--- src/rtl/mcedf_pkg.sv ---
// Shared types and constants for the EDF-VD mixed-criticality scheduler core.
`timescale 1ns / 1ps
package mcedf_pkg;

    localparam int FRAC_BITS = 16;
    localparam int UW        = FRAC_BITS + 1;      // utilization, Q1.16 (1.0 = ONE_Q)
    localparam int BW        = 24;                 // signed budget, Q7.16
    localparam int DVW       = 2 * FRAC_BITS + 2;  // divider dividend / quotient
    localparam int DVCW      = $clog2(DVW);

    localparam logic [UW-1:0] ONE_Q   = {1'b1, {FRAC_BITS{1'b0}}};
    localparam logic [UW-1:0] EPS_Q   = UW'((1 << FRAC_BITS) / 10000);
    localparam logic [BW-1:0] BUD_MAX = {1'b0, {(BW-1){1'b1}}};
    localparam logic [BW-1:0] BUD_MIN = {1'b1, {(BW-1){1'b0}}};

    localparam logic [2:0] CFG_QUANTUM = 3'd0;
    localparam logic [2:0] CFG_TCOUNT  = 3'd1;
    localparam logic [2:0] CFG_ULOW    = 3'd2;
    localparam logic [2:0] CFG_UHIGH   = 3'd3;
    localparam logic [2:0] CFG_LAMBDA  = 3'd4;

    typedef enum logic [1:0] {
        OP_LOAD   = 2'd0,
        OP_DEMAND = 2'd1,
        OP_START  = 2'd2,
        OP_TICK   = 2'd3
    } t_op;

    typedef enum logic [1:0] {
        PH_READY   = 2'd0,
        PH_RUNNING = 2'd1,
        PH_IDLE    = 2'd2
    } t_phase;

    typedef enum logic [4:0] {
        S_IDLE, S_INIT_MUL, S_INIT, S_CHECK, S_RTEST,
        S_ULO_GO, S_ULO_W, S_UHI_GO, S_UHI_W, S_PROD, S_RQ_GO, S_RQ_W,
        S_BUD_GO, S_BUD_W, S_RSET, S_UTIL_GO, S_UTIL_W, S_DROP_CHK, S_DROP_SCAN,
        S_MISS, S_REL_MUL, S_REL, S_PICK, S_RCHK, S_RESTORE, S_EXEC, S_OUT
    } t_state;

endpackage

--- src/rtl/mixed_criticality_edf_vd_drop_scheduler_core.sv ---
// EDF-VD mixed-criticality scheduler with low-task dropping, sequencer and shared units.
// One request at a time. At a scheduling point the sequencer makes passes over the
// tasks in use (n), most of them one task per cycle. A mode raise adds 3+n divisions
// on the shared radix-2 divider, 4+n when the budget shrinks. Synchronous active-low
// reset: all jobs ready and enabled with cleared counters and deadlines, low mode,
// zero budget; the task table is not reset.
`timescale 1ns / 1ps
module mixed_criticality_edf_vd_drop_scheduler_core #(
    parameter int MAX_TASKS  = 8,
    parameter int TIME_WIDTH = 32
) (
    input  logic        i_clk,
    input  logic        i_rst_n,
    // configuration write port
    input  logic        i_cfg_we,
    input  logic [2:0]  i_cfg_idx,
    input  logic [16:0] i_cfg_data,
    // request stream
    input  logic        s_axis_tvalid,
    output logic        s_axis_tready,
    // task_index[2:0], task_period[18:3], low_budget[34:19], high_budget[50:35],
    // is_high_crit[51], job_demand[67:52], zero pad [71:68]
    input  logic [71:0] s_axis_tdata,
    // opcode[1:0]
    input  logic [1:0]  s_axis_tuser,
    // result stream
    output logic        m_axis_tvalid,
    input  logic        m_axis_tready,
    // running_task[2:0], running_valid[3], high_mode_active[4], sched_point[5],
    // done_low_count[9:6], done_high_count[13:10], miss_low_count[17:14],
    // miss_high_count[21:18], dropped_count[25:22], current_time[57:26], zero pad [63:58]
    output logic [63:0] m_axis_tdata
);
    import mcedf_pkg::*;

    localparam int IW = (MAX_TASKS > 1) ? $clog2(MAX_TASKS) : 1;
    localparam int CW = $clog2(MAX_TASKS + 1);
    localparam int TW = TIME_WIDTH;

    t_state r_state, n_state;

    // configuration
    logic [15:0]   r_quantum;
    logic [3:0]    r_tcount;
    logic [UW-1:0] r_ucrit, r_uhigh;
    logic [15:0]   r_lambda;

    // task table, loaded by requests only
    logic [15:0] r_per [MAX_TASKS];
    logic [15:0] r_lob [MAX_TASKS];
    logic [15:0] r_hib [MAX_TASKS];
    logic [15:0] r_dem [MAX_TASKS];
    logic        r_crit [MAX_TASKS];

    // per-task job state
    t_phase        r_phase [MAX_TASKS];
    logic          r_raised [MAX_TASKS];
    logic          r_en [MAX_TASKS];
    logic [15:0]   r_exec [MAX_TASKS];
    logic [TW-1:0] r_wake [MAX_TASKS];
    logic [TW-1:0] r_vdl [MAX_TASKS];
    logic [TW-1:0] r_rdl [MAX_TASKS];
    logic [UW-1:0] r_ulow [MAX_TASKS];

    // global state
    logic [IW-1:0] r_run;
    logic          r_run_v;
    logic          r_mode;
    logic [BW-1:0] r_bud;
    logic [UW-1:0] r_elu;
    logic [TW-1:0] r_time;
    logic [15:0]   r_qph;

    // sequencer scratch
    logic [CW-1:0] r_i, r_k;
    logic [UW-1:0] r_ulo, r_uhi, r_dmag;
    logic          r_best_v;
    logic [IW-1:0] r_best;
    logic [TW-1:0] r_best_vdl;
    logic [UW-1:0] r_best_u;
    logic          r_sched;
    logic [3:0]    r_dl, r_dh, r_ml, r_mh, r_dr;
    logic [63:0]   r_out;

    // shared multiplier
    logic [DVW-1:0] r_mul;
    logic [UW-1:0]  w_mul_a, w_mul_b;

    // shared divider
    logic            r_dv_busy;
    logic [DVCW-1:0] r_dv_cnt;
    logic [UW-1:0]   r_dv_rem, r_dv_dvs;
    logic [DVW-1:0]  r_dv_quo;
    logic            w_dv_go;
    logic [DVW-1:0]  w_dv_a;
    logic [UW-1:0]   w_dv_b;
    logic [UW:0]     w_dv_rs;
    logic            w_dv_ge;

    // decode
    logic          w_in_acc;
    t_op           w_op;
    logic [IW-1:0] w_idx;
    logic          w_idx_ok;
    logic [CW-1:0] w_n;
    logic [IW-1:0] w_ii;
    logic          w_end, w_init_end;
    logic          w_over [MAX_TASKS];
    logic [UW-1:0] w_pnz [MAX_TASKS];
    logic          w_run_done, w_sched, w_raise;
    logic [UW-1:0] w_dv_sat, w_omu, w_h, w_den, w_dmag;
    logic          w_rq_neg;
    logic signed [DVW:0] w_bsum;
    logic [BW-1:0] w_bnew;
    logic          w_drop_go, w_dcand, w_miss, w_rel, w_pcand, w_rcand;
    logic [TW-1:0] w_scaled, w_wake_per;
    logic [16:0]   w_qnext;
    logic [15:0]   w_q;

    assign w_in_acc = s_axis_tvalid && s_axis_tready;
    assign w_op     = t_op'(s_axis_tuser);
    assign w_idx    = IW'(s_axis_tdata[2:0]);
    assign w_idx_ok = (32'(s_axis_tdata[2:0]) < MAX_TASKS);
    assign w_n      = (32'(r_tcount) > MAX_TASKS) ? CW'(MAX_TASKS) : CW'(r_tcount);
    assign w_ii     = r_i[IW-1:0];
    assign w_end      = (r_i == w_n);
    assign w_init_end = (r_i == CW'(MAX_TASKS));

    always_comb begin
        for (int j = 0; j < MAX_TASKS; j++) begin
            w_over[j] = (r_exec[j] > r_lob[j]) && !r_raised[j];
            w_pnz[j]  = (r_per[j] == 16'd0) ? UW'(1) : {1'b0, r_per[j]};
        end
    end

    // scheduling point test: quantum boundary or an event on the running job
    assign w_run_done = r_exec[r_run] >= r_dem[r_run];
    assign w_sched = (r_qph == 16'd0) ||
                     (r_run_v && (w_run_done || w_over[r_run] || (r_time > r_rdl[r_run])));
    assign w_raise = r_run_v && w_over[r_run] && r_crit[r_run];

    // budget arithmetic
    assign w_dv_sat = (r_dv_quo > DVW'(ONE_Q)) ? ONE_Q : r_dv_quo[UW-1:0];
    assign w_omu    = (r_ucrit < ONE_Q) ? (ONE_Q - r_ucrit) : '0;
    assign w_h      = (r_uhigh == '0) ? UW'(1) : r_uhigh;
    assign w_den    = ONE_Q - {1'b0, r_lambda};
    assign w_rq_neg = r_dv_quo < DVW'(r_uhi);
    assign w_dmag   = r_uhi - r_dv_quo[UW-1:0];
    assign w_bsum   = $signed({{(DVW+1-BW){r_bud[BW-1]}}, r_bud}) - $signed({1'b0, r_dv_quo});
    assign w_bnew   = (w_bsum < $signed({{(DVW+1-BW){1'b1}}, BUD_MIN})) ? BUD_MIN :
                      (w_bsum > $signed({{(DVW+1-BW){1'b0}}, BUD_MAX})) ? BUD_MAX :
                      w_bsum[BW-1:0];

    // drop while enabled low utilization exceeds the budget and epsilon, up to MAX_TASKS drops
    assign w_drop_go = (r_bud[BW-1] || ({{(BW-UW){1'b0}}, r_elu} > r_bud)) &&
                       (r_elu > EPS_Q) && (r_k < CW'(MAX_TASKS));
    assign w_dcand = !r_crit[w_ii] && r_en[w_ii] && (!r_best_v || r_ulow[w_ii] > r_best_u);
    assign w_miss  = (r_phase[w_ii] == PH_READY || r_phase[w_ii] == PH_RUNNING) &&
                     ((r_time > r_rdl[w_ii]) || w_over[w_ii]);
    assign w_rel   = (r_phase[w_ii] == PH_IDLE) && (r_time >= r_wake[w_ii]);
    assign w_pcand = (r_phase[w_ii] == PH_READY) && r_en[w_ii] &&
                     (!r_best_v || r_vdl[w_ii] < r_best_vdl);
    assign w_rcand = (r_phase[w_ii] == PH_READY) && (!r_run_v || r_vdl[w_ii] < r_best_vdl);

    assign w_scaled   = TW'(r_mul[DVW-1:FRAC_BITS]);
    assign w_wake_per = r_wake[w_ii] + TW'(r_per[w_ii]);
    assign w_q        = (r_quantum == 16'd0) ? 16'd1 : r_quantum;
    assign w_qnext    = {1'b0, r_qph} + 17'd1;

    // shared multiplier operands
    assign w_mul_a = (r_state == S_PROD) ? r_ulo : {1'b0, r_per[w_ii]};
    assign w_mul_b = (r_state == S_PROD) ? w_omu : {1'b0, r_lambda};

    assign w_dv_rs = {r_dv_rem, r_dv_quo[DVW-1]};
    assign w_dv_ge = w_dv_rs >= {1'b0, r_dv_dvs};

    // next state
    always_comb begin
        n_state = r_state;
        case (r_state)
            S_IDLE: begin
                if (w_in_acc) begin
                    case (w_op)
                        OP_START: n_state = S_INIT_MUL;
                        OP_TICK:  n_state = S_CHECK;
                        default:  n_state = S_OUT;
                    endcase
                end
            end
            S_INIT_MUL:  n_state = w_init_end ? S_OUT : S_INIT;
            S_INIT:      n_state = S_INIT_MUL;
            S_CHECK:     n_state = w_sched ? S_RTEST : S_EXEC;
            S_RTEST:     n_state = w_raise ? S_ULO_GO : S_MISS;
            S_ULO_GO:    n_state = S_ULO_W;
            S_ULO_W:     if (!r_dv_busy) n_state = S_UHI_GO;
            S_UHI_GO:    n_state = S_UHI_W;
            S_UHI_W:     if (!r_dv_busy) n_state = S_PROD;
            S_PROD:      n_state = S_RQ_GO;
            S_RQ_GO:     n_state = S_RQ_W;
            S_RQ_W:      if (!r_dv_busy) n_state = w_rq_neg ? S_BUD_GO : S_RSET;
            S_BUD_GO:    n_state = S_BUD_W;
            S_BUD_W:     if (!r_dv_busy) n_state = S_RSET;
            S_RSET:      n_state = S_UTIL_GO;
            S_UTIL_GO:   n_state = w_end ? S_DROP_CHK : S_UTIL_W;
            S_UTIL_W:    if (!r_dv_busy) n_state = S_UTIL_GO;
            S_DROP_CHK:  n_state = w_drop_go ? S_DROP_SCAN : S_MISS;
            S_DROP_SCAN: if (w_end) n_state = r_best_v ? S_DROP_CHK : S_MISS;
            S_MISS:      if (w_end) n_state = S_REL_MUL;
            S_REL_MUL:   n_state = w_end ? S_PICK : S_REL;
            S_REL:       n_state = S_REL_MUL;
            S_PICK:      if (w_end) n_state = S_RCHK;
            S_RCHK:      n_state = (!r_run_v && r_mode) ? S_RESTORE : S_EXEC;
            S_RESTORE:   if (w_end) n_state = S_EXEC;
            S_EXEC:      n_state = S_OUT;
            S_OUT:       if (m_axis_tready) n_state = S_IDLE;
            default:     n_state = S_IDLE;
        endcase
    end

    // divider launch and operands
    always_comb begin
        w_dv_go = 1'b0;
        w_dv_a  = '0;
        w_dv_b  = UW'(1);
        case (r_state)
            S_ULO_GO: begin
                w_dv_go = 1'b1;
                w_dv_a  = DVW'({r_lob[r_run], {FRAC_BITS{1'b0}}});
                w_dv_b  = w_pnz[r_run];
            end
            S_UHI_GO: begin
                w_dv_go = 1'b1;
                w_dv_a  = DVW'({r_hib[r_run], {FRAC_BITS{1'b0}}});
                w_dv_b  = w_pnz[r_run];
            end
            S_RQ_GO: begin
                w_dv_go = 1'b1;
                w_dv_a  = r_mul;
                w_dv_b  = w_h;
            end
            S_BUD_GO: begin
                w_dv_go = 1'b1;
                w_dv_a  = DVW'({r_dmag, {FRAC_BITS{1'b0}}});
                w_dv_b  = w_den;
            end
            S_UTIL_GO: begin
                w_dv_go = !w_end;
                w_dv_a  = DVW'({r_lob[w_ii], {FRAC_BITS{1'b0}}});
                w_dv_b  = w_pnz[w_ii];
            end
            default: begin
                w_dv_go = 1'b0;
            end
        endcase
    end

    assign s_axis_tready = (r_state == S_IDLE);
    assign m_axis_tvalid = (r_state == S_OUT);
    assign m_axis_tdata  = r_out;

    // configuration registers
    always_ff @(posedge i_clk) begin
        if (!i_rst_n) begin
            r_quantum <= 16'd1;
            r_tcount  <= 4'd1;
            r_ucrit   <= '0;
            r_uhigh   <= ONE_Q;
            r_lambda  <= 16'hFFFF;
        end else if (i_cfg_we) begin
            case (i_cfg_idx)
                CFG_QUANTUM: r_quantum <= i_cfg_data[15:0];
                CFG_TCOUNT:  r_tcount  <= i_cfg_data[3:0];
                CFG_ULOW:    r_ucrit   <= i_cfg_data;
                CFG_UHIGH:   r_uhigh   <= i_cfg_data;
                CFG_LAMBDA:  r_lambda  <= i_cfg_data[15:0];
                default: ;
            endcase
        end
    end

    // task table
    always_ff @(posedge i_clk) begin
        if (w_in_acc && w_idx_ok) begin
            if (w_op == OP_LOAD) begin
                r_per[w_idx]  <= s_axis_tdata[18:3];
                r_lob[w_idx]  <= s_axis_tdata[34:19];
                r_hib[w_idx]  <= s_axis_tdata[50:35];
                r_crit[w_idx] <= s_axis_tdata[51];
            end else if (w_op == OP_DEMAND) begin
                r_dem[w_idx]  <= s_axis_tdata[67:52];
            end
        end
    end

    // shared units
    always_ff @(posedge i_clk) begin
        r_mul <= w_mul_a * w_mul_b;
    end

    always_ff @(posedge i_clk) begin
        if (!i_rst_n) begin
            r_dv_busy <= 1'b0;
            r_dv_cnt  <= '0;
        end else if (w_dv_go) begin
            r_dv_busy <= 1'b1;
            r_dv_cnt  <= '0;
            r_dv_rem  <= '0;
            r_dv_quo  <= w_dv_a;
            r_dv_dvs  <= w_dv_b;
        end else if (r_dv_busy) begin
            r_dv_rem  <= w_dv_ge ? UW'(w_dv_rs - {1'b0, r_dv_dvs}) : w_dv_rs[UW-1:0];
            r_dv_quo  <= {r_dv_quo[DVW-2:0], w_dv_ge};
            r_dv_cnt  <= r_dv_cnt + 1'b1;
            if (r_dv_cnt == DVCW'(DVW - 1)) r_dv_busy <= 1'b0;
        end
    end

    // sequencer datapath
    always_ff @(posedge i_clk) begin
        if (!i_rst_n) begin
            r_state <= S_IDLE;
            for (int j = 0; j < MAX_TASKS; j++) begin
                r_phase[j]  <= PH_READY;
                r_raised[j] <= 1'b0;
                r_en[j]     <= 1'b1;
                r_exec[j]   <= '0;
                r_wake[j]   <= '0;
                r_vdl[j]    <= '0;
                r_rdl[j]    <= '0;
            end
            r_run    <= '0;
            r_run_v  <= 1'b0;
            r_mode   <= 1'b0;
            r_bud    <= '0;
            r_elu    <= '0;
            r_time   <= '0;
            r_qph    <= '0;
            r_i      <= '0;
            r_k      <= '0;
            r_best_v <= 1'b0;
            r_sched  <= 1'b0;
            r_dl     <= '0;
            r_dh     <= '0;
            r_ml     <= '0;
            r_mh     <= '0;
            r_dr     <= '0;
            r_out    <= '0;
        end else begin
            r_state <= n_state;
            case (r_state)
                S_IDLE: begin
                    if (w_in_acc) begin
                        r_i     <= '0;
                        r_sched <= 1'b0;
                        r_dl    <= '0;
                        r_dh    <= '0;
                        r_ml    <= '0;
                        r_mh    <= '0;
                        r_dr    <= '0;
                        r_out   <= '0;
                        if (w_op == OP_START) begin
                            r_run_v <= 1'b0;
                            r_mode  <= 1'b0;
                            r_bud   <= BW'(r_ucrit);
                            r_elu   <= r_ucrit;
                            r_time  <= '0;
                            r_qph   <= '0;
                        end
                    end
                end
                S_INIT: begin
                    r_phase[w_ii]  <= PH_READY;
                    r_raised[w_ii] <= 1'b0;
                    r_exec[w_ii]   <= '0;
                    r_wake[w_ii]   <= '0;
                    r_rdl[w_ii]    <= TW'(r_per[w_ii]);
                    r_vdl[w_ii]    <= r_crit[w_ii] ? w_scaled : TW'(r_per[w_ii]);
                    r_en[w_ii]     <= 1'b1;
                    r_i            <= r_i + 1'b1;
                end
                S_CHECK: begin
                    r_sched <= w_sched;
                    if (w_sched && r_run_v && w_run_done) begin
                        if (r_crit[r_run]) r_dh <= r_dh + 1'b1;
                        else               r_dl <= r_dl + 1'b1;
                        r_phase[r_run] <= PH_IDLE;
                        r_wake[r_run]  <= r_wake[r_run] + TW'(r_per[r_run]);
                        r_exec[r_run]  <= '0;
                        r_run_v        <= 1'b0;
                    end
                end
                S_RTEST: r_i <= '0;
                S_ULO_W: if (!r_dv_busy) r_ulo <= w_dv_sat;
                S_UHI_W: if (!r_dv_busy) r_uhi <= w_dv_sat;
                S_RQ_W:  if (!r_dv_busy) r_dmag <= w_dmag;
                S_BUD_W: if (!r_dv_busy) r_bud <= w_bnew;
                S_RSET: begin
                    // raise the mode; the overrunning job gets its real deadline back
                    r_mode          <= 1'b1;
                    r_raised[r_run] <= 1'b1;
                    r_vdl[r_run]    <= r_wake[r_run] + TW'(r_per[r_run]);
                    r_i             <= '0;
                    r_k             <= '0;
                end
                S_UTIL_W: begin
                    if (!r_dv_busy) begin
                        r_ulow[w_ii] <= w_dv_sat;
                        r_i          <= r_i + 1'b1;
                    end
                end
                S_DROP_CHK: begin
                    r_i      <= '0;
                    r_best_v <= 1'b0;
                end
                S_DROP_SCAN: begin
                    if (!w_end) begin
                        if (w_dcand) begin
                            r_best_v <= 1'b1;
                            r_best   <= w_ii;
                            r_best_u <= r_ulow[w_ii];
                        end
                        r_i <= r_i + 1'b1;
                    end else begin
                        r_i <= '0;
                        if (r_best_v) begin
                            r_en[r_best] <= 1'b0;
                            r_elu <= (r_elu > r_best_u) ? (r_elu - r_best_u) : '0;
                            r_dr  <= r_dr + 1'b1;
                            r_k   <= r_k + 1'b1;
                            if (r_run_v && r_run == r_best) r_run_v <= 1'b0;
                        end
                    end
                end
                S_MISS: begin
                    if (!w_end) begin
                        if (w_miss) begin
                            if (r_crit[w_ii]) r_mh <= r_mh + 1'b1;
                            else              r_ml <= r_ml + 1'b1;
                            r_phase[w_ii] <= PH_IDLE;
                            r_wake[w_ii]  <= w_wake_per;
                            r_exec[w_ii]  <= '0;
                            if (r_run_v && r_run == w_ii) r_run_v <= 1'b0;
                        end
                        r_i <= r_i + 1'b1;
                    end else begin
                        r_i <= '0;
                    end
                end
                S_REL_MUL: begin
                    if (w_end) begin
                        r_i        <= '0;
                        r_best_v   <= r_run_v;
                        r_best     <= r_run;
                        r_best_vdl <= r_vdl[r_run];
                    end
                end
                S_REL: begin
                    if (w_rel) begin
                        r_phase[w_ii] <= PH_READY;
                        r_vdl[w_ii]   <= (r_crit[w_ii] && !r_raised[w_ii]) ?
                                         (r_wake[w_ii] + w_scaled) : w_wake_per;
                        r_rdl[w_ii]   <= w_wake_per;
                    end
                    r_i <= r_i + 1'b1;
                end
                S_PICK: begin
                    if (!w_end) begin
                        if (w_pcand) begin
                            r_best_v   <= 1'b1;
                            r_best     <= w_ii;
                            r_best_vdl <= r_vdl[w_ii];
                        end
                        r_i <= r_i + 1'b1;
                    end else if (r_best_v && !(r_run_v && r_best == r_run)) begin
                        // preempt: earlier virtual deadline takes the processor
                        if (r_run_v) r_phase[r_run] <= PH_READY;
                        r_phase[r_best] <= PH_RUNNING;
                        r_run           <= r_best;
                        r_run_v         <= 1'b1;
                    end
                end
                S_RCHK: begin
                    r_i <= '0;
                    if (!r_run_v && r_mode) begin
                        r_mode <= 1'b0;
                        r_bud  <= BW'(r_ucrit);
                        r_elu  <= r_ucrit;
                    end
                end
                S_RESTORE: begin
                    if (!w_end) begin
                        if (w_rcand) begin
                            r_run      <= w_ii;
                            r_run_v    <= 1'b1;
                            r_best_vdl <= r_vdl[w_ii];
                        end
                        if (!r_crit[w_ii]) r_en[w_ii]     <= 1'b1;
                        else               r_raised[w_ii] <= 1'b0;
                        r_i <= r_i + 1'b1;
                    end else if (r_run_v) begin
                        r_phase[r_run] <= PH_RUNNING;
                    end
                end
                S_EXEC: begin
                    if (r_run_v && r_exec[r_run] != 16'hFFFF)
                        r_exec[r_run] <= r_exec[r_run] + 16'd1;
                    r_out <= {6'd0, 32'(r_time), r_dr, r_mh, r_ml, r_dh, r_dl,
                              r_sched, r_mode, r_run_v,
                              (r_run_v ? 3'(r_run) : 3'd0)};
                    r_time <= r_time + 1'b1;
                    r_qph  <= (w_qnext >= {1'b0, w_q}) ? 16'd0 : w_qnext[15:0];
                end
                default: ;
            endcase
        end
    end

`ifndef NO_ASSERTIONS
    a_one_side: assert property (@(posedge i_clk) disable iff (!i_rst_n)
        !(s_axis_tready && m_axis_tvalid))
        else $error("request taken while a result is pending");

    a_idle_task: assert property (@(posedge i_clk) disable iff (!i_rst_n)
        m_axis_tvalid |-> (r_out[3] || r_out[2:0] == 3'd0))
        else $error("running_task nonzero with no running job");

    a_div_quiet: assert property (@(posedge i_clk) disable iff (!i_rst_n)
        (r_state == S_IDLE) |-> !r_dv_busy)
        else $error("divider busy while sequencer idle");

    a_run_phase: assert property (@(posedge i_clk) disable iff (!i_rst_n)
        (r_state == S_OUT && r_run_v) |-> (r_phase[r_run] == PH_RUNNING))
        else $error("running slot not in running phase");
`endif

endmodule

--- config.mk ---
export PLATFORM = sky130hd
export DESIGN_NAME = mixed_criticality_edf_vd_drop_scheduler_core
export DESIGN_NICKNAME = d
export VERILOG_FILES = /design/src/rtl/mcedf_pkg.sv /design/src/rtl/mixed_criticality_edf_vd_drop_scheduler_core.sv
export SDC_FILE = /design/constraint.sdc
export NUM_CORES = 2
export LEC_CHECK = 0
export BUFFER_PORTS_ARGS = -buffer_cell sky130_fd_sc_hd__buf_4
export CELL_PAD_IN_SITES_DETAIL_PLACEMENT = 0
export CELL_PAD_IN_SITES_GLOBAL_PLACEMENT = 2
export CORE_MARGIN = 3
export CORE_UTILIZATION = 50
export CTS_BUF_LIST = sky130_fd_sc_hd__clkbuf_4 sky130_fd_sc_hd__clkbuf_8
export CTS_CLUSTER_DIAMETER = 30
export DETAILED_ROUTE_END_ITERATION = 10
export HOLD_SLACK_MARGIN = 0.12
export PLACE_DENSITY_LB_ADDON = 0.1
export SYNTH_ARGS = -nofsm -noshare
export SYNTH_HDL_FRONTEND = slang
export SYNTH_SLANG_ARGS = --single-unit
export TNS_END_PERCENT = 50
--- constraint.sdc ---
create_clock -name i_clk -period 21.7 [get_ports i_clk]
set_clock_uncertainty 0.1 [all_clocks]
set_input_delay 2.17 -clock i_clk [delete_from_list [all_inputs] [get_ports i_clk]]
set_output_delay 2.17 -clock i_clk [all_outputs]
set_load 0.05 [all_outputs]
==> impl_metrics.csv <==
group,metric,value,unit
outcome,outcome,"complete, no violations",
timing,fmax,94.9,MHz
synthesis,synth_edf_count,1731,
floorplanning,die_h,499,µm
clocking,tritoncts,"built",
timing,hold_viol_final,0,
synthesis,synth-seq-cells,2059,
critical_path,cp.arrival,11380,ps
routing,dr.pass1.iters,6,
timing,setup_tns,0,ps
synthesis,synth_xor_area_share,2.01,%
synthesis,syn_inst,10000,
critical_path,max_stage_delay,900,ps
routing,ant_nets,0,
placement,io_buffers,154,
clocking,hold_buffers,0,
routing,wl_per_cell,30.1,µm
clocking,cts.repair.resized,0,
synthesis,synthMuxAreaShare,16.2,%
synthesis,synth_top_family_by_area,"multiplexers",
job,cap_viol_max_count,0,
timing,tightest_slew,1380,ps
critical_path,critPathMostFrequentCell,"fa_1",
routing,drt_iter0_markers,9933,
floorplanning,start_util,50.4,%
timing,rsz0062_at_grt,"false",
synthesis,yosysSeqAreaShare,48.2,%
routing,drc,0,
synthesis,async_flop_share,0,%
floorplanning,rows,180,
clocking,cts_buffers,471,
finish,area_growth,13.0,%
global_routing,grt-ovfl-total,0,
clocking,htree_levels,5,
finish,multi_input_area,58300,µm²
floorplanning,fp.coreArea,241000,µm²
floorplanning,dieArea,249000,µm²
finish,ff_latch_area,58600,µm²
clocking,root_buffer,"clkbuf_8",
synthesis,synthAdderAreaFrac,9.96,%
global_routing,grt_max_degree,137,
timing,drv_slew,0,
synthesis,synth_cell_types,117,
global_routing,grt_pass1_vias,88300,
routing,viasPerCell,6.35,
synthesis,ys.flop_type,"edfxtp_1",
timing,fin_crit,10540,ps
clocking,clockBufferDepth,4,
synthesis,synth_area_per_cell,12.1,µm²
synthesis,ys_warn_count,0,
routing,wirelength,419000,µm
finish,fillers,20100,
critical_path,worstPathRequired,22540,ps
timing,setup_viol,0,
synthesis,synthSimpleGateAreaFrac,10.9,%
floorplanning,die_w,499,µm
finish,nNetsFinal,11300,
placement,hpwl,286000,µm
routing,via_count,88400,
critical_path,crit_type,"reg -> reg",
finish,drive_above_1_share,19.4,%
clocking,post_cts_buffers,0,
global_routing,grt_pass1_wl,605000,µm
global_routing,grtUsageTotal,33.2,%
critical_path,cp_max_fo,47,
hold_path,hold_path.class,"reg -> reg",
floorplanning,ioPinCount,165,
timing,finalCritPeriodShare,48.6,%
global_routing,antenna_found_initial,39,
clocking,path_clk_slew,60,ps
critical_path,worstSetupEndpointType,"flop",
synthesis,synth_compound_area_share,8.60,%
clocking,clkSinkCount,2059,
finish,layout_common_cells,"1731 x edfxtp_1, 1385 x nor2_1, 683 x nand2_1",
finish,final_common_cell,"edfxtp_1",
placement,gp_congestion,0.919,
critical_path,critPathLaunchType,"flop",
timing,relSlewSlack,5.71,%
critical_path,slowest_stage,"buf_4",
clocking,clk_latency,1160,ps
synthesis,synth_area,121000,µm²
[synth_stat cells (20+ instances only)]
library cell | count | area, µm²
a211oi_1 | 86 | 646
a21o_1 | 140 | 1050
a21oi_1 | 466 | 2330
a22o_1 | 20 | 175
a22oi_1 | 122 | 916
a31oi_1 | 48 | 300
and2_1 | 49 | 307
and3_1 | 58 | 363
buf_1 | 41 | 154
buf_2 | 115 | 576
buf_4 | 23 | 173
clkbuf_1 | 342 | 1280
dfxtp_1 | 328 | 6570
edfxtp_1 | 1731 | 52000
fa_1 | 231 | 4620
ha_1 | 597 | 7470
inv_1 | 679 | 2550
mux2_2 | 105 | 1180
mux2i_1 | 275 | 2750
mux4_1 | 45 | 1180
mux4_2 | 640 | 14400
nand2_1 | 691 | 2590
nand2b_1 | 62 | 388
nand3_1 | 134 | 671
nand4_1 | 106 | 663
nor2_1 | 1397 | 5240
nor2b_1 | 119 | 744
nor3_1 | 121 | 606
nor4_1 | 81 | 507
o211ai_1 | 51 | 383
o21a_1 | 78 | 586
o21ai_0 | 282 | 1410
o21ai_1 | 26 | 130
o22ai_1 | 44 | 275
or2_2 | 27 | 169
or3_1 | 52 | 325
xnor2_1 | 172 | 1510
xor2_1 | 106 | 928
[metrics by stage]
step | instance area (µm²) | utilization, % | hold WS [ps] | cells | setup slack [ps]
after global routing | 137000 | 56.9 | 393 | 13900 | 10500
after global placement | 126000 | 52.4 | 361 | 13000 | 11090
after floorplan | 121000 | - | 343 | 10000 | 13390
after detailed placement | 126000 | 52.4 | 361 | 13000 | 11110
after CTS | 137000 | 56.9 | 370 | 13900 | 11020
final | 137000 | 56.9 | 370 | 13900 | 11160
[registers in the layout (all words and copies together) (netlist names), 24 cells and up, named ones only]
| signal | cells |
|---|---|
| r_hib | 128 |
| r_ulow | 136 |
| r_rdl | 256 |
| r_time | 32 |
| r_vdl | 256 |
| r_exec | 128 |
| r_wake | 256 |
| m_axis_tdata | 58 |
| r_dem | 128 |
| r_mul | 34 |
| r_bud | 24 |
| r_lob | 128 |
| r_dv_quo | 34 |
| r_per | 128 |
| r_best_vdl | 32 |
[layout make-up]
type                            count  area share, %
Sequential cell                  2059           42.7
Multi-Input combinational cell   6757           42.5
Clock buffer                      549           5.20
Tap cell                         3185           2.90
Clock inverter                    302           2.75
Timing Repair Buffer              365           2.05
Inverter                          680           1.86
Antenna cell                       30         0.0547
[per-layer routing]
| metal | vias up | global-route usage (%) | wire length (µm) |
|---|---|---|---|
| li1 | 38100 | - | - |
| met1 | 44900 | 45.3 | 169000 |
| met2 | 4530 | 52.2 | 193000 |
| met3 | 898 | 6.65 | 38300 |
| met4 | 12 | 13.7 | 18100 |
| met5 | - | 0 | 86 |
[logic make-up after synthesis]
group / Yosys count
flops: 2059
compound gates: 1600
other cells: 1
buf+inv: 1223
mux: 1073
xor+xnor: 278
fa+ha+maj: 828
simple gates: 2972
[worst paths after layout]
kind / startpoint / end / slack [ps] / depth (start not counted)
setup / recovery: flop / r_mul[33] / 11160 / 30
hold / removal: r_uhigh[0] / r_uhigh[0] / 370 / 2
setup reg to reg: flop / r_mul[33] / 11160 / 30
hold reg to reg: r_uhigh[0] / r_uhigh[0] / 370 / 2
[worst max-delay path, delay by kind of cell, from the launching register on]
kind / cells / cell delay [ps]
fa+ha+maj: 7 / 3290
compound gates: 8 / 2560
buf+inv: 7 / 2250
mux: 2 / 780
simple gates: 5 / 630
flops: 1 / 620
xor+xnor: 1 / 140
Power is left out: the tool's default activity adds up to more than one toggle a clock period on the data nets, which glitch-free logic cannot reach.
